[src/rtl/magic_length_prefixed_deframer_unit_macros.svh]
// ---------------------------------------------------------------------------
// Assertion macros for the deframer
// Concurrent checks on clk, disabled while rst_n is low.
// ---------------------------------------------------------------------------
`ifndef MAGIC_LENGTH_PREFIXED_DEFRAMER_UNIT_MACROS_SVH
`define MAGIC_LENGTH_PREFIXED_DEFRAMER_UNIT_MACROS_SVH

`ifndef SYNTH
`define LPD_ASSERT_SAME(label, ante, cons, msg) \
  label: assert property (@(posedge clk) disable iff (!rst_n) (ante) |-> (cons)) \
    else $error(msg);
`define LPD_ASSERT_NEXT(label, ante, cons, msg) \
  label: assert property (@(posedge clk) disable iff (!rst_n) (ante) |=> (cons)) \
    else $error(msg);
`else
`define LPD_ASSERT_SAME(label, ante, cons, msg)
`define LPD_ASSERT_NEXT(label, ante, cons, msg)
`endif

`endif

[src/rtl/lpd_pkg.sv]
// ---------------------------------------------------------------------------
// lpd_pkg
// Shared constants and types of the length-prefixed deframer.
// ---------------------------------------------------------------------------
package lpd_pkg;

  localparam int BYTE_W     = 8;
  localparam int LEN_BYTES  = 4;
  localparam int LEN_W      = BYTE_W * LEN_BYTES;
  localparam int LEN_IDX_W  = $clog2(LEN_BYTES);

  localparam logic [BYTE_W-1:0] MARK_FIRST  = 8'h0C;
  localparam logic [BYTE_W-1:0] MARK_SECOND = 8'h1A;

  typedef struct packed {
    logic              valid;
    logic [BYTE_W-1:0] data_byte;
  } lpd_byte_t;

  typedef struct packed {
    logic [BYTE_W-1:0] payload_byte;
    logic              is_last;
    logic              is_empty;
  } lpd_result_t;

endpackage

[src/rtl/lpd_byte_if.sv]
// ---------------------------------------------------------------------------
// lpd_byte_if
// Valid/ready channel carrying one received stream byte.
// ---------------------------------------------------------------------------
interface lpd_byte_if
  import lpd_pkg::*;
();
  logic              valid;
  logic              ready;
  logic [BYTE_W-1:0] data_byte;

  modport source (output valid, output data_byte, input ready);
  modport sink   (input valid, input data_byte, output ready);
endinterface

[src/rtl/lpd_frame_if.sv]
// ---------------------------------------------------------------------------
// lpd_frame_if
// Valid/ready channel carrying one deframed payload result.
// ---------------------------------------------------------------------------
interface lpd_frame_if
  import lpd_pkg::*;
();
  logic              valid;
  logic              ready;
  logic [BYTE_W-1:0] payload_byte;
  logic              is_last;
  logic              is_empty;

  modport source (output valid, output payload_byte, output is_last, output is_empty,
                  input ready);
  modport sink   (input valid, input payload_byte, input is_last, input is_empty,
                  output ready);
endinterface

[src/rtl/lpd_in_reg.sv]
// ---------------------------------------------------------------------------
// lpd_in_reg
// Input register holding one accepted stream byte until the parser takes it.
// ---------------------------------------------------------------------------
module lpd_in_reg
  import lpd_pkg::*;
(
  input  logic              clk,
  input  logic              rst_n,
  input  logic              in_valid,
  output logic              in_ready,
  input  logic [BYTE_W-1:0] in_data_byte,
  input  logic              take,
  output lpd_byte_t         held
);

  logic              valid_r;
  logic              valid_nxt;
  logic [BYTE_W-1:0] data_r;

  assign in_ready  = !valid_r || take;
  assign valid_nxt = (in_valid && in_ready) ? 1'b1 : (take ? 1'b0 : valid_r);

  always_ff @(posedge clk) begin
    if (!rst_n) begin
      valid_r <= 1'b0;
    end else begin
      valid_r <= valid_nxt;
    end
  end

  always_ff @(posedge clk) begin
    if (in_valid && in_ready) begin
      data_r <= in_data_byte;
    end
  end

  assign held.valid     = valid_r;
  assign held.data_byte = data_r;

endmodule

[src/rtl/lpd_parser.sv]
// ---------------------------------------------------------------------------
// lpd_parser
// Marker hunt, length assembly and payload count; one byte per cycle unless the result register is full.
// ---------------------------------------------------------------------------
`include "magic_length_prefixed_deframer_unit_macros.svh"

module lpd_parser
  import lpd_pkg::*;
(
  input  logic        clk,
  input  logic        rst_n,
  input  lpd_byte_t   held,
  input  logic        out_room,
  output logic        take,
  output logic        res_valid,
  output lpd_result_t res
);

  localparam logic [1:0] PH_HUNT    = 2'd0;
  localparam logic [1:0] PH_MARK    = 2'd1;
  localparam logic [1:0] PH_LEN     = 2'd2;
  localparam logic [1:0] PH_PAYLOAD = 2'd3;

  localparam logic [LEN_IDX_W-1:0] IDX_LAST = LEN_IDX_W'(LEN_BYTES - 1);

  logic [1:0]           phase_r;
  logic [1:0]           phase_nxt;
  logic [LEN_IDX_W-1:0] idx_r;
  logic [LEN_IDX_W-1:0] idx_nxt;
  logic [LEN_W-1:0]     rem_r;
  logic [LEN_W-1:0]     rem_nxt;
  logic                 emit;
  logic [BYTE_W-1:0]    b;
  logic [LEN_W-1:0]     len_merged;

  assign b          = held.data_byte;
  assign len_merged = rem_r | (LEN_W'(b) << {idx_r, 3'b000});

  always_comb begin
    phase_nxt        = phase_r;
    idx_nxt          = idx_r;
    rem_nxt          = rem_r;
    emit             = 1'b0;
    res.payload_byte = '0;
    res.is_last      = 1'b0;
    res.is_empty     = 1'b0;
    unique case (phase_r)
      PH_HUNT: begin
        if (b == MARK_FIRST) begin
          phase_nxt = PH_MARK;
        end
      end
      PH_MARK: begin
        if (b == MARK_SECOND) begin
          phase_nxt = PH_LEN;
          idx_nxt   = '0;
          rem_nxt   = '0;
        end else if (b != MARK_FIRST) begin
          phase_nxt = PH_HUNT;
        end
      end
      PH_LEN: begin
        rem_nxt = len_merged;
        idx_nxt = idx_r + 1'b1;
        if (idx_r == IDX_LAST) begin
          if (len_merged == '0) begin
            phase_nxt    = PH_HUNT;
            emit         = 1'b1;
            res.is_last  = 1'b1;
            res.is_empty = 1'b1;
          end else begin
            phase_nxt = PH_PAYLOAD;
          end
        end
      end
      PH_PAYLOAD: begin
        rem_nxt          = rem_r - 1'b1;
        emit             = 1'b1;
        res.payload_byte = b;
        res.is_last      = (rem_r == LEN_W'(1));
        if (rem_r == LEN_W'(1)) begin
          phase_nxt = PH_HUNT;
        end
      end
      default: begin
        phase_nxt = PH_HUNT;
      end
    endcase
  end

  assign res_valid = held.valid && emit;
  assign take      = held.valid && (!emit || out_room);

  always_ff @(posedge clk) begin
    if (!rst_n) begin
      phase_r <= PH_HUNT;
      idx_r   <= '0;
      rem_r   <= '0;
    end else if (take) begin
      phase_r <= phase_nxt;
      idx_r   <= idx_nxt;
      rem_r   <= rem_nxt;
    end
  end

  `LPD_ASSERT_SAME(a_payload_nonzero, phase_r == PH_PAYLOAD, rem_r != '0, "payload phase with zero count")
  `LPD_ASSERT_SAME(a_idx_idle, phase_r != PH_LEN, idx_r == '0, "length index not cleared")
  `LPD_ASSERT_NEXT(a_len_done, take && phase_r == PH_LEN && idx_r == IDX_LAST, phase_r == PH_HUNT || phase_r == PH_PAYLOAD, "bad phase after length")
  `LPD_ASSERT_SAME(a_empty_form, res_valid && res.is_empty, res.is_last && res.payload_byte == '0, "malformed empty result")

endmodule

[src/rtl/lpd_out_reg.sv]
// ---------------------------------------------------------------------------
// lpd_out_reg
// Result register; holds a transaction until the sink takes it.
// ---------------------------------------------------------------------------
module lpd_out_reg
  import lpd_pkg::*;
(
  input  logic        clk,
  input  logic        rst_n,
  input  logic        res_valid,
  input  lpd_result_t res,
  output logic        out_room,
  output logic        out_valid,
  input  logic        out_ready,
  output lpd_result_t out_res
);

  logic        valid_r;
  lpd_result_t res_r;

  assign out_room = !valid_r || out_ready;

  always_ff @(posedge clk) begin
    if (!rst_n) begin
      valid_r <= 1'b0;
    end else if (out_room) begin
      valid_r <= res_valid;
    end
  end

  always_ff @(posedge clk) begin
    if (out_room && res_valid) begin
      res_r <= res;
    end
  end

  assign out_valid = valid_r;
  assign out_res   = res_r;

endmodule

[src/rtl/magic_length_prefixed_deframer_unit.sv]
// An accepted input byte is registered in the input register; its result is registered before it reaches out_ch.
// One byte per cycle unless out_ch stalls; the parser state update is a single pass.
// Header and dropped bytes produce no result transaction, except the empty result of a zero-length frame.
// Reset (rst_n low, synchronous) empties both registers and returns to hunting.
// ---------------------------------------------------------------------------
// magic_length_prefixed_deframer_unit
// Deframes marker 0x0C 0x1A plus 4-byte little-endian length frames.
// ---------------------------------------------------------------------------
module magic_length_prefixed_deframer_unit
  import lpd_pkg::*;
(
  input  logic        clk,
  input  logic        rst_n,
  lpd_byte_if.sink    in_ch,
  lpd_frame_if.source out_ch
);

  lpd_byte_t   held;
  logic        take;
  logic        res_valid;
  lpd_result_t res;
  logic        out_room;
  lpd_result_t out_res;

  lpd_in_reg u_in_reg (
    .clk          (clk),
    .rst_n        (rst_n),
    .in_valid     (in_ch.valid),
    .in_ready     (in_ch.ready),
    .in_data_byte (in_ch.data_byte),
    .take         (take),
    .held         (held)
  );

  lpd_parser u_parser (
    .clk       (clk),
    .rst_n     (rst_n),
    .held      (held),
    .out_room  (out_room),
    .take      (take),
    .res_valid (res_valid),
    .res       (res)
  );

  lpd_out_reg u_out_reg (
    .clk       (clk),
    .rst_n     (rst_n),
    .res_valid (res_valid),
    .res       (res),
    .out_room  (out_room),
    .out_valid (out_ch.valid),
    .out_ready (out_ch.ready),
    .out_res   (out_res)
  );

  assign out_ch.payload_byte = out_res.payload_byte;
  assign out_ch.is_last      = out_res.is_last;
  assign out_ch.is_empty     = out_res.is_empty;

endmodule
[src/flat_wrapper.sv]
// flat-port wrapper written by rule: the top's interface ports become plain ports
module magic_length_prefixed_deframer_unit_flat import lpd_pkg::*;
  (clk, rst_n, in_ch_valid, in_ch_data_byte, in_ch_ready, out_ch_valid, out_ch_payload_byte, out_ch_is_last, out_ch_is_empty, out_ch_ready);
  lpd_byte_if in_ch_i ();
  lpd_frame_if out_ch_i ();
  input  logic clk;
  input  logic rst_n;
  input wire logic [$bits(in_ch_i.valid)-1:0] in_ch_valid;
  input wire logic [$bits(in_ch_i.data_byte)-1:0] in_ch_data_byte;
  output wire logic [$bits(in_ch_i.ready)-1:0] in_ch_ready;
  output wire logic [$bits(out_ch_i.valid)-1:0] out_ch_valid;
  output wire logic [$bits(out_ch_i.payload_byte)-1:0] out_ch_payload_byte;
  output wire logic [$bits(out_ch_i.is_last)-1:0] out_ch_is_last;
  output wire logic [$bits(out_ch_i.is_empty)-1:0] out_ch_is_empty;
  input wire logic [$bits(out_ch_i.ready)-1:0] out_ch_ready;
  assign in_ch_i.valid = in_ch_valid;
  assign in_ch_i.data_byte = in_ch_data_byte;
  assign in_ch_ready = in_ch_i.ready;
  assign out_ch_valid = out_ch_i.valid;
  assign out_ch_payload_byte = out_ch_i.payload_byte;
  assign out_ch_is_last = out_ch_i.is_last;
  assign out_ch_is_empty = out_ch_i.is_empty;
  assign out_ch_i.ready = out_ch_ready;
  magic_length_prefixed_deframer_unit u_core (.clk(clk), .rst_n(rst_n), .in_ch(in_ch_i), .out_ch(out_ch_i));
endmodule
[config.mk]
export PLATFORM = sky130hd
export DESIGN_NAME = magic_length_prefixed_deframer_unit_flat
export DESIGN_NICKNAME = d
export VERILOG_FILES = /design/src/rtl/lpd_pkg.sv /design/src/rtl/lpd_byte_if.sv /design/src/rtl/lpd_frame_if.sv /design/src/rtl/lpd_in_reg.sv /design/src/rtl/lpd_parser.sv /design/src/rtl/lpd_out_reg.sv /design/src/rtl/magic_length_prefixed_deframer_unit.sv /design/src/flat_wrapper.sv
export VERILOG_INCLUDE_DIRS = /design/src /design/src/rtl
export SDC_FILE = /design/constraint.sdc
export NUM_CORES = 1
export LEC_CHECK = 0
export ABC_CLOCK_PERIOD_IN_PS = 3300
export BUFFER_PORTS_ARGS = -buffer_cell sky130_fd_sc_hd__buf_2
export CAP_MARGIN = 30
export CORE_MARGIN = 10
export CORE_UTILIZATION = 50
export DETAILED_ROUTE_END_ITERATION = 6
export GPL_ROUTABILITY_DRIVEN = 0
export PLACE_DENSITY = 0.74
export SETUP_SLACK_MARGIN = 0.1
export SLEW_MARGIN = 20
export SYNTH_ARGS = -nofsm -noshare
export SYNTH_HDL_FRONTEND = slang
export SYNTH_HIERARCHICAL = 1
export SYNTH_SLANG_ARGS = --single-unit
[constraint.sdc]
create_clock -name clk -period 3.3 [get_ports clk]
set_input_delay 0 -clock clk [delete_from_list [all_inputs] [get_ports clk]]
set_output_delay 0 -clock clk [all_outputs]
set_load 0.05 [all_outputs]
Word level (Yosys, flattened, before mapping)

Index checks and enable logic that the tools add are counted.

Output and inout port bits: 12
Register bits: 56
Word-level logic and storage cells: 64
Input bits: 12

Bitwise logic cells: 1
Muxes and demuxes: 19
Reduce and logical (&&, ||, !) cells: 19
Equal/unequal tests: 13
Shift-type cells: 1
Add/subtract/negate cells: 2

Operator list:

| cell                                                                  | number |
|---|---|
| 32-bit case mux with 3 select lines                                   | 1 |
| 32-bit by 1-bit == test with 1-bit output (second input constant)     | 1 |
| 32-bit zero test                                                      | 1 |
| 32-bit 2-to-1 mux                                                     | 1 |
| 32-bit bitwise OR                                                     | 1 |
| 8-bit by 5-bit left shift with 32-bit output                          | 1 |
| 32-bit by 1-bit subtractor with 32-bit output (second input constant) | 1 |
| 2-bit 2-to-1 mux                                                      | 9 |
| 8-bit by 4-bit == test with 1-bit output (second input constant)      | 1 |
| 8-bit by 5-bit == test with 1-bit output (second input constant)      | 1 |
| 2-bit != test (second input constant)                                 | 4 |
| 8-bit by 4-bit != test with 1-bit output (second input constant)      | 1 |
| 2-bit case mux with 4 select lines                                    | 1 |
| 2-bit == test (second input constant)                                 | 3 |
| 3-bit AND reduction                                                   | 2 |
| 5-bit AND reduction                                                   | 1 |
| 1-bit logical AND                                                     | 4 |
| 1-bit 2-to-1 mux                                                      | 4 |
| 1-bit case mux with 2 select lines                                    | 2 |
| 2-bit case mux with 2 select lines                                    | 1 |
| 2-bit nonzero test                                                    | 2 |
| 1-bit zero test                                                       | 3 |
| 1-bit logical OR                                                      | 3 |
| 3-bit != test (second input constant)                                 | 1 |
| other kinds (5)                                                       | 5 |

Longest topological paths before layout

Gate-level depths: netlist (run 1).

Depth in word-level cells: 12
Mapped depth: 10
Gate-level depth less buffers: 8

Modules after synthesis

Netlist (run 1), hierarchy kept.

Modules (own cells, without submodules):

| module      | cells each | seq. area each (µm²) | times used | area an instance (µm²) |
|---|---|---|---|---|
| lpd_parser  | 396        | 720.7                | 1          | 2811.4 |
| lpd_out_reg | 15         | 320.3                | 1          | 357.8 |
| lpd_in_reg  | 14         | 260.2                | 1          | 305.3 |

Worst setup path after synthesis (run 1)

No wires, ideal clock.

Kind: register to register
Start: register u_core.u_parser.rem_r[6]
End: register u_core.u_in_reg.data_r[0], enable pin
Stages on the path, launching flop included: 11
Path buffers: 2
Setup slack: 0.352 ns
Clock period less this slack: 2.948 ns
Library setup time: 0.249 ns
Data arrival time: 2.700 ns
Data required time: 3.051 ns
Cell sequence: dfxtp_1 -> or4_1 -> clkbuf_1 -> or4_1 -> buf_2 -> nor4_4 -> nand2_1 -> nor2_1 -> a21oi_1 -> nand2b_4 -> and2_4

Longest elaborated chain between the ends: 10

RTL lines:

| what                               | line                                      | RTL |
|---|---|---|
| from (decl)                        | lpd_parser.sv:30                          | `logic [LEN_W-1:0] rem_r;` |
| from (signal assigned)             | lpd_parser.sv:102                         | `rem_r <= rem_nxt;` |
| 32-bit bitwise OR                  | lpd_parser.sv:37                          | `assign len_merged = rem_r \| (LEN_W'(b) << {idx_r, 3'b000});` |
| 32-bit zero test                   | lpd_parser.sv:66                          | `if (len_merged == '0) begin` |
| 1-bit 2-to-1 mux                   | lpd_parser.sv:66                          |  |
| 1-bit 2-to-1 mux                   | lpd_parser.sv:65                          | `if (idx_r == IDX_LAST) begin` |
| 1-bit case mux with 2 select lines | lpd_parser.sv:47                          | `unique case (phase_r)` |
| 1-bit zero test                    | lpd_parser.sv:92                          | `assign take = held.valid && (!emit \|\| out_room);` |
| 1-bit logical OR                   | lpd_parser.sv:92                          |  |
| 1-bit logical AND                  | lpd_parser.sv:92                          |  |
| net u_core.take                    | magic_length_prefixed_deframer_unit.sv:19 | `logic take;` |
| 1-bit logical OR                   | lpd_in_reg.sv:21                          | `assign in_ready = !valid_r \|\| take;` |
| net in_ch_ready                    | flat_wrapper.sv:10                        | `output wire logic [$bits(in_ch_i.ready)-1:0] in_ch_ready;` |
| 1-bit logical AND                  | lpd_in_reg.sv:33                          | `if (in_valid && in_ready) begin` |
| to (signal assigned)               | lpd_in_reg.sv:34                          | `data_r <= in_data_byte;` |
| to (decl)                          | lpd_in_reg.sv:19                          | `logic [BYTE_W-1:0] data_r;` |

The timed path passes the listed nets, and every way through them passes these cells.
A chain may end at the register's enable or synchronous reset.

Worst setup path after layout (run 1)

Start: register u_core.u_parser.rem_r[2]
End: output port in_ch_ready

Longest elaborated chain between the ends: 9

RTL lines:

| what                               | line |
|---|---|
| 32-bit bitwise OR                  | lpd_parser.sv:37 |
| 32-bit zero test                   | lpd_parser.sv:66 |
| 1-bit 2-to-1 mux                   | lpd_parser.sv:66 |
| 1-bit 2-to-1 mux                   | lpd_parser.sv:65 |
| 1-bit case mux with 2 select lines | lpd_parser.sv:47 |
| 1-bit zero test                    | lpd_parser.sv:92 |
| 1-bit logical OR                   | lpd_parser.sv:92 |
| 1-bit logical AND                  | lpd_parser.sv:92 |
| net u_core.take                    | magic_length_prefixed_deframer_unit.sv:19 |
| 1-bit logical OR                   | lpd_in_reg.sv:21 |
| to (decl)                          | flat_wrapper.sv:10 |

The timed path passes the listed nets, and every way through them passes these cells.

==> results of run 1 <==
worst paths after layout:
path / start / endpoint / slack [ns] / cells after the start
max: u_core/u_parser/rem_r[2]$_SDFFE_PN0P_ / in_ch_ready / 0.21 / 8
min: out_ch_ready / u_core/u_out_reg/out_valid$_SDFFE_PN0P_ / 0.05 / 3
max reg2reg: u_core/u_parser/rem_r[2]$_SDFFE_PN0P_ / u_core/u_parser/rem_r[12]$_SDFFE_PN0P_ / 0.29 / 7
min reg2reg: u_core/u_parser/rem_r[7]$_SDFFE_PN0P_ / u_core/u_parser/rem_r[7]$_SDFFE_PN0P_ / 0.49 / 2
final cells by class:
cell class / count / area (um2)
fillers: 603 / 2849
multi-input cells: 324 / 1969
flip-flops and latches: 56 / 1301
repair buffers: 52 / 367.9
well taps: 80 / 100.1
clock buffers: 5 / 68.82
inverters: 14 / 52.55
clock inverters: 3 / 47.55
cells in the mapped netlist (all sizes together) (2+ instances only):
cell type	count	area share
or2	4	0.0072
a41o	2	0.0058
xnor2	3	0.0076
nor2b	4	0.0072
a211oi	5	0.011
nand3	24	0.035
a21boi	2	0.0065
buf	9	0.020
o31ai	4	0.0086
nor3	10	0.014
nor4	15	0.031
ha	3	0.011
xor2	3	0.0076
and3	13	0.023
o221a	5	0.016
a21oi	54	0.085
nand4	4	0.0072
a41oi	4	0.012
o22ai	6	0.011
a32o	2	0.0058
o21a	3	0.0065
edfxtp	18	0.16
nor2	33	0.036
clkbuf	22	0.024
clkinv	2	0.0022
nand4b	2	0.0050
a32oi	2	0.0050
a31oi	13	0.023
and2	5	0.010
or4	6	0.013
o21ai	22	0.036
o211ai	7	0.017
inv	12	0.013
mux2i	2	0.0058
or3	3	0.0054
o32ai	3	0.0076
nand2b	3	0.0097
dfxtp	38	0.22
nand2	43	0.048
cells by family (layout without fill, tap and decap cells):
logic type / count (synthesis) / after routing / share of synthesized area
xor+xnor: 6 / 6 / 0.01513
flops: 56 / 56 / 0.3745
compound gates: 140 / 140 / 0.2726
mux: 2 / 2 / 0.005762
fa+ha+maj: 3 / 3 / 0.01080
simple gates: 173 / 173 / 0.2625
buf+inv: 45 / 74 / 0.05869
layer usage:
layer  vias up  routed length [um]  GRT usage
li1       1655                   -          -
met1      1634                4438     0.2557
met2       225                4849     0.3202
met3        52                1141    0.04718
met4         0                 424     0.1112
met5         -                   0          0
power breakdown:
part	internal, uW	switching (uW)
Combinational	27.3	36.4
Sequential	716	17.7
Clock	229	237
flip-flops by register name, indices dropped and copies added, names as in the netlist:
signal,flops
u_core/u_parser/phase_r,2
u_core/u_parser/idx_r,2
u_core/u_out_reg/out_valid,1
u_core/u_out_reg/out_res,10
u_core/u_parser/rem_r,32
u_core/u_in_reg/valid_r,1
u_core/u_in_reg/data_r,8
what timing repair did:
item,4_1_cts,5_1_grt
hold buffers,9,0
hold endpoints to repair,9,0
setup endpoints to repair,0,1
stage by stage:
stage / setup slack, ns / hold slack [ns]
final: 0.2056 / 0.04575
after CTS: 0.1847 / 0.04003
after global routing: 0.1038 / 0.04785
after floorplan: 0.3516 / 0.09887
after global placement: 0.3568 / 0.1778
after detailed placement: 0.3179 / 0.1787
tightest hold or removal path, delay by kind of cell:
kind,cells,cell delay (ns)
AOI/OAI and AO/OA,1,0.07
buffers and inverters,1,0.08
and+or+nand+nor,1,0.19
==> out/metrics.csv, run 1 <==
stage;metric;value;unit
synth;synth-edff-count;18;
setup_path;cp_top_family;simple AND/OR/NAND/NOR gates;
sta;grt_setup_unrepaired;false;
place;placedCellCount;517;
synth;synth_nets;440;
cts;cts_resized;0;
synth;synth.avg_cell_area;8.175;um2
power;power_density;323.3;nW/um2
synth;syn_inst;425;
sta;slew_viol_final;0;
setup_path;arrival;3.09;ns
setup_path;path_buf_inv;1;
grt;antenna_found_initial;0;
floorplan;die_x;103.4;um
worst_hold_path;hp-class;primary input to register;
setup_path;end_kind;primary output;
run_status;status;complete, no violations;
cts;postCtsSetupBuffers;0;
sta;max_freq;323.2;MHz
cts;clkLatencyLatePin;0.32;ns
cts;cts_max_path_buffers;2;
power;ir_drop;0.2566;mV
route;first_pass_iters;5;
route;viasPerCell;6.678;
route;drt_wl_total;10850;um
layout;fin_nets;468;
power;leakagePower;0.001535;uW
setup_path;cp_max_fo;7;
setup_path;crit_type;register to primary output;
floorplan;core_area;6756;um2
synth;yosysSeqAreaShare;0.3745;
setup_path;startpoint_type;register;
synth;synthFlopType;dfxtp_1;
layout;drive_gt1_frac;0.1784;
route;final_antenna_net_count;0;
layout;instances_no_fill;534;
setup_path;cp.required;3.30;ns
place;port_buffers;23;
sta;hold_viol_final;0;
grt;grt_pass1_vias;3399;
grt;overflow;0;
cts;clk_pin_slew_worst_paths;0.11;ns
sta;slew-limit-headroom;0.4349;
grt;grt_max_degree;29;
floorplan;ios;24;
synth;async_flop_share;0;
cts;cts_sinks;56;
route;drc;0;
route;drtIter0Drc;567;
place;dp_hpwl;7296;um
floorplan;rows;30;
sta;tightestPinTransition;0.8464;ns
setup_path;max_stage_delay;0.63;ns
floorplan;fp.dieH;103.4;um
route;avgRoutedWirePerCell;20.33;um
layout;final_util;0.5783;
run;maxCapViolations;0;
grt;grt_util_all_layers;0.2047;
setup_path;crit_top_cell;or4_1;
synth;ys_seq_elements;56;
synth;yosys_warnings;6;
cts;clockRootBuffer;clkbuf_8;
sta;setup_viol;0;
layout;layout_common_cells;47 x a21oi_1, 41 x nand2_1, 38 x dfxtp_1;
power;total_power;1263;uW
floorplan;die_area;10680;um2
layout;diodes;0;
setup_path;worstPathCellList;or4_1, or4_1, nor4_4, nand2_1, nor2_1, a21oi_1, nand2b_4, buf_2;
layout;stdcell_area;3908;um2
sta;tns;0;ns
cts;cts_tree;yes;
cts;cts_max_level;2;
cts;cts_made_buffers;5;
layout;syn_to_final_growth;12.46;%
route;vias;3566;
sta;finalClockSkew;0.01083;ns
sta;fin_crit_sh;0.9377;
place;dpl_cell_area;3701;um2
grt;grt_pass1_wl;17060;um
synth;synth_cell_types;63;
synth;synth_area;3475;um2
floorplan;start_util;0.5143;
layout;layout_commonest_cell;a21oi_1;
setup_path;slowest_stage;or4_1;
sta;finalCriticalPeriod;3.094;ns
Note: power is estimated with default switching activity, not from simulation.
==> run 2: changes to the inputs <==
--- a/config.mk
+++ b/config.mk
@@ -10,10 +10,11 @@
 export BUFFER_PORTS_ARGS = -buffer_cell sky130_fd_sc_hd__buf_2
 export CAP_MARGIN = 30
 export CORE_MARGIN = 10
-export CORE_UTILIZATION = 50
+export CORE_UTILIZATION = 30
+export CTS_CLUSTER_DIAMETER = 150
 export DETAILED_ROUTE_END_ITERATION = 6
 export GPL_ROUTABILITY_DRIVEN = 0
-export PLACE_DENSITY = 0.74
+export PLACE_DENSITY = 0.51
 export SETUP_SLACK_MARGIN = 0.1
 export SLEW_MARGIN = 20
 export SYNTH_ARGS = -nofsm -noshare
==> run 2 against run 1 <==
Against the previous run: combinational power is 12% higher; worst setup slack better by 0.084 ns; clock skew is 0.0030 ns lower; maximum frequency grew 2.8%; via count decreased by 0.76%; critical path depth is the same; flip-flop and latch count is the same; critical endpoint is now u_core/u_parser/rem_r[31]$_SDFFE_PN0P_.
==> out/metrics.csv, run 2 (synthesis gave the netlist of run 1 again) <==
stage;metric;value;unit;change
run_status;status;complete, no violations;;
power;power_density;333.1;nW/um2;+3.0%
sta;tns;0;ns;unchanged
power;p_sw_frac;0.2351;;+0.004955
layout;fin_nets;471;;+0.64%
sta;finalClockSkew;0.007810;ns;-0.003020 ns
setup_path;r2r_cells;8;;+1
layout;regMostFlops;u_core/u_parser/rem_r;;
cts;cts_max_level;2;;unchanged
grt;grt_util_all_layers;0.1366;;-0.06812
worst_hold_path;hp-class;primary input to register;;
setup_path;arrival;3.20;ns;+0.11 ns
floorplan;core_area;11370;um2;+68%
place;port_buffers;23;;unchanged
floorplan;fp.dieH;127.6;um;+23%
power;pwr-share-seq;0.541;;-0.040
route;first_pass_iters;5;;unchanged
run;maxCapViolations;0;;unchanged
place;dp_slack;0.2092;ns;-0.1086 ns
layout;largest_register_ffs;32;;unchanged
sta;tightestPinTransition;0.7090;ns;-0.1374 ns
route;viasPerCell;5.898;;-12%
setup_path;crit_type;register to register;;
power;p_comb_frac;0.053;;+0.003
setup_path;end_kind;register;;
power;leakagePower;0.001566;uW;+2.0%
power;intPower;1030;uW;+5.9%
floorplan;ios;24;;unchanged
route;vias;3539;;-0.76%
power;p_switching;316.6;uW;+8.9%
layout;layout_common_cells;47 x a21oi_1, 41 x nand2_1, 38 x dfxtp_1;;
place;dp_hpwl;7862;um;+7.8%
cts;cts_made_buffers;5;;unchanged
floorplan;start_util;0.3056;;-0.2087
cts;clk_pin_slew_worst_paths;0.08;ns;-0.03 ns
cts;clkLatencyLatePin;0.29;ns;-0.03 ns
power;pwr-share-clk;0.406;;+0.037
sta;fin_ws;0.2893;ns;+0.08368 ns
sta;slew-limit-headroom;0.5229;;+0.08800
grt;overflow;0;;unchanged
route;avgRoutedWirePerCell;19.07;um;-6.2%
route;final_antenna_net_count;0;;unchanged
layout;drive_gt1_frac;0.1860;;+0.007582
cts;cts_tree;yes;;
sta;fin_crit_sh;0.9123;;-0.02536
grt;antenna_found_initial;0;;unchanged
cts;cts_sinks;56;;unchanged
worst_hold_path;whs_path_depth;3;;unchanged
grt;grt_pass1_vias;3403;;+0.12%
setup_path;cp.required;3.49;ns;+0.19 ns
cts;clockRootBuffer;clkbuf_16;;
sta;setup_viol;0;;unchanged
sta;max_freq;332.1;MHz;+2.8%
setup_path;cp_max_fo;28;;+21
layout;syn_to_final_growth;16.38;%;
power;ir_drop;0.2222;mV;-13%
layout;layout_commonest_cell;a21oi_1;;
sta;finalCriticalPeriod;3.011;ns;-0.08368 ns
sta;hold_slack;0.08323;ns;+0.03748 ns
floorplan;die_area;16290;um2;+52%
grt;grt_pass1_wl;18200;um;+6.7%
setup_path;startpoint_type;register;;
sta;grt_setup_unrepaired;false;;
route;drc;0;;unchanged
route;drt_wl_total;11440;um;+5.4%
sta;hold_viol_final;0;;unchanged
floorplan;die_x;127.6;um;+23%
floorplan;rows;39;;+30%
sta;slew_viol_final;0;;unchanged
layout;diodes;0;;unchanged
cts;cts_max_path_buffers;2;;unchanged
grt;grt_max_degree;33;;+14%
route;drtIter0Drc;304;;-46%
run 2: cell types whose count changed in the layout (fill, tap and decap cells not counted), sizes merged:
| cell | before | now |
|---|---|---|
| buf | 43 | 46 |
| inv | 12 | 13 |
| bufinv | 1 | 0 |
run 2: worst max-delay path, stage by stage, from the launching register on:
cell	delay, ns
dfxtp_1	0.38
or4_1	0.63
or4_4	0.61
nor4_4	0.36
buf_4	0.19
a41o_1	0.22
buf_12	0.19
a21oi_1	0.06
o221a_1	0.25
run 2: repair_timing:
item	4_1_cts	5_1_grt
endpoints found under the hold margin	9	0
hold buffers	9	0
setup endpoints to repair	0	22
setup buffers	0	1
gates resized for setup	0	1
run 2: per-layer routing:
metal	global-route usage	share of wire
met4	0.04570	0.022
met2	0.2194	0.47
met1	0.1808	0.45
met3	0.02399	0.064
met5	0	0
run 2: power groups by stage:
stage	clock, uW	sequential (uW)	combinational [uW]
global route	590	729	76.6
finish	547	729	71.6
detailed placement	0	744	62.2
global placement	0	745	61.9
floorplan	0	740	33.9
CTS	558	728	70.8
run 2: worst paths after layout:
path / to / slack, ns / startpoint
setup reg to reg: u_core/u_parser/rem_r[31]$_SDFFE_PN0P_ / 0.29 / u_core/u_parser/rem_r[2]$_SDFFE_PN0P_
hold reg to reg: u_core/u_parser/rem_r[7]$_SDFFE_PN0P_ / 0.48 / u_core/u_parser/rem_r[7]$_SDFFE_PN0P_
setup / recovery: u_core/u_parser/rem_r[31]$_SDFFE_PN0P_ / 0.29 / u_core/u_parser/rem_r[2]$_SDFFE_PN0P_
hold / removal: u_core/u_out_reg/out_valid$_SDFFE_PN0P_ / 0.08 / out_ch_ready
run 2: final cells by class:
cell class	instances	area [um2]
clock buffer	5	125.1
clock inverter	3	22.52
fill	1197	7326
inverter	14	52.55
multi-input combinational	324	1973
sequential	56	1301
tap	143	178.9
timing repair buffer	55	390.4
run 2: per-stage QoR:
| step | area [um2] | std cells | utilization | power, uW |
|---|---|---|---|---|
| 4_1_cts | 4033 | 599 | 0.3547 | 1357 |
| 3_5_place_dp | 3795 | 582 | 0.3338 | 806.6 |
| 2_1_floorplan | 3475 | 425 | - | 773.4 |
| 6_report | 4044 | 600 | 0.3557 | 1347 |
| 5_1_grt | 4044 | 600 | 0.3557 | 1396 |
| 3_3_place_gp | 3795 | 582 | 0.3338 | 806.6 |
==> run 3: changes to the inputs <==
--- a/config.mk
+++ b/config.mk
@@ -15,7 +15,7 @@
 export DETAILED_ROUTE_END_ITERATION = 6
 export GPL_ROUTABILITY_DRIVEN = 0
 export PLACE_DENSITY = 0.51
-export SETUP_SLACK_MARGIN = 0.1
+export SETUP_SLACK_MARGIN = 0.4
 export SLEW_MARGIN = 20
 export SYNTH_ARGS = -nofsm -noshare
 export SYNTH_HDL_FRONTEND = slang
==> run 3 against run 2 <==
Against the previous run: critical path depth unchanged; die area unchanged; via count up 0.93%; flip-flop and latch count stayed put; combinational power is 3.6% higher; largest cell class unchanged.
==> out/metrics.csv, run 3 (synthesis gave the netlist of run 1 again) <==
stage;metric;value;unit;change
run_status;status;complete, no violations;;
route;first_pass_iters;5;;unchanged
route;vias;3572;;+0.93%
route;drtIter0Drc;332;;+9.2%
layout;diodes;0;;unchanged
place;dp_hpwl;7825;um;-0.48%
grt;grt_pass1_wl;18600;um;+2.2%
cts;clockRootBuffer;clkbuf_16;;
cts;cts_max_level;2;;unchanged
place;port_buffers;23;;unchanged
layout;layout_common_cells;47 x a21oi_1, 40 x nand2_1, 38 x dfxtp_1;;
power;leakagePower;0.001600;uW;+2.1%
sta;fin_crit_sh;0.8581;;-0.05426
floorplan;die_x;127.6;um;unchanged
setup_path;arrival;3.02;ns;-0.18 ns
setup_path;startpoint_type;register;;
floorplan;ios;24;;unchanged
setup_path;cp.required;3.49;ns;about the same
floorplan;die_area;16290;um2;unchanged
cts;clk_pin_slew_worst_paths;0.07;ns;about the same
route;avgRoutedWirePerCell;19.62;um;+2.9%
floorplan;core_area;11370;um2;unchanged
setup_path;crit_type;register to register;;
sta;slew_viol_final;0;;unchanged
setup_path;reg2reg_slack;0.47;ns;+0.18 ns
setup_path;cp_top_family;simple AND/OR/NAND/NOR gates;;
layout;drive_gt1_frac;0.1978;;+0.01183
power;power_density;345.0;nW/um2;+3.6%
sta;tns;0;ns;unchanged
sta;max_freq;353.2;MHz;+6.3%
cts;cts_sinks;56;;unchanged
cts;cts_max_path_buffers;2;;unchanged
layout;regMostFlops;u_core/u_parser/rem_r;;
setup_path;worstPathCellList;or4_1, or4_4, nor4_4, buf_4, a41o_4, buf_12, a21oi_1, o221a_1;;
layout;layout_commonest_cell;a21oi_1;;
floorplan;fp.dieH;127.6;um;unchanged
sta;hold_viol_final;0;;unchanged
layout;largest_register_ffs;32;;unchanged
setup_path;end_kind;register;;
power;ir_drop;0.1788;mV;-20%
cts;clkLatencyLatePin;0.30;ns;about the same
route;drc;0;;unchanged
grt;grt_util_all_layers;0.1406;;+0.004085
layout;fin_nets;474;;+0.64%
layout;final_util;0.3630;;+0.007373
sta;slew-limit-headroom;0.5527;;+0.02973
grt;overflow;0;;unchanged
setup_path;slowest_stage;or4_1;;
route;final_antenna_net_count;0;;unchanged
setup_path;max_stage_delay;0.59;ns;-0.04 ns
floorplan;rows;39;;unchanged
grt;antenna_found_initial;0;;unchanged
cts;cts_tree;yes;;
sta;finalClockSkew;0.005977;ns;-0.001833 ns
sta;grt_setup_unrepaired;false;;
sta;tightestPinTransition;0.6648;ns;-0.04419 ns
setup_path;cp_max_fo;14;;-50%
setup_path;path_buf_inv;2;;unchanged
cts;cts_made_buffers;5;;unchanged
run;maxCapViolations;0;;unchanged
grt;grt_pass1_vias;3431;;+0.82%
floorplan;start_util;0.3056;;unchanged
worst_hold_path;hp-class;primary input to register;;
grt;grt_max_degree;29;;-12%
route;viasPerCell;5.924;;+0.43%
sta;setup_viol;0;;unchanged
route;drt_wl_total;11830;um;+3.4%
sta;finalCriticalPeriod;2.832;ns;-0.1790 ns
layout;syn_to_final_growth;18.80;%;
-- run 3: report_power, final --
part           switching, uW  total (uW)  internal, uW
Clock                    260         622           362
Sequential              11.8         728           716
Combinational           43.8        74.2          30.4
Total                    316        1420          1110
-- run 3: tightest hold or removal path, stage by stage --
cell and delay, ns:
buf_2 0.07, nand2b_4 0.18, a21boi_2 0.07
-- run 3: area by class of cell --
type / count / area (um2)
fillers: 1179 / 7242
multi-input cells: 324 / 1993
flip-flops and latches: 56 / 1301
repair buffers: 58 / 434.2
well taps: 143 / 178.9
clock buffers: 6 / 128.9
inverters: 14 / 52.55
clock inverters: 2 / 38.79
-- run 3: metrics by stage --
stage	std cells	power [uW]	worst slack, ns	instance area (um2)	hold WS (ns)
global route	603	1473	0.4059	4128	0.08454
floorplan	425	773.5	0.4121	3475	0.09887
detailed placement	582	808.2	0.3106	3795	0.1829
global placement	582	807.5	0.3343	3795	0.1794
CTS	602	1435	0.4145	4083	0.06819
finish	603	1424	0.4683	4128	0.07136
-- run 3: path summary, 6_finish.rpt --
path,startpoint,endpoint,cells past startpoint
setup / recovery,u_core/u_parser/rem_r[6]$_SDFFE_PN0P_,u_core/u_parser/rem_r[31]$_SDFFE_PN0P_,8
hold / removal,out_ch_ready,u_core/u_out_reg/out_valid$_SDFFE_PN0P_,3
setup reg to reg,u_core/u_parser/rem_r[6]$_SDFFE_PN0P_,u_core/u_parser/rem_r[31]$_SDFFE_PN0P_,8
hold reg to reg,u_core/u_parser/rem_r[7]$_SDFFE_PN0P_,u_core/u_parser/rem_r[7]$_SDFFE_PN0P_,2
-- run 3: routing by layer --
metal,global-route usage,part of all wire,vias up
met2,0.2131,0.44,179
li1,-,-,1668
met4,0.06689,0.029,0
met3,0.03805,0.094,26
met1,0.1814,0.43,1699
met5,0,0,-
-- run 3: repair_timing --
item / in CTS / in global routing
cloned: 0 / 1
pin swaps: 2 / 2
endpoints found under the setup margin: 25 / 34
hold buffers: 9 / 0
buffers inserted: 3 / 0
hold endpoints to repair: 9 / 0
gates resized for setup: 2 / 4
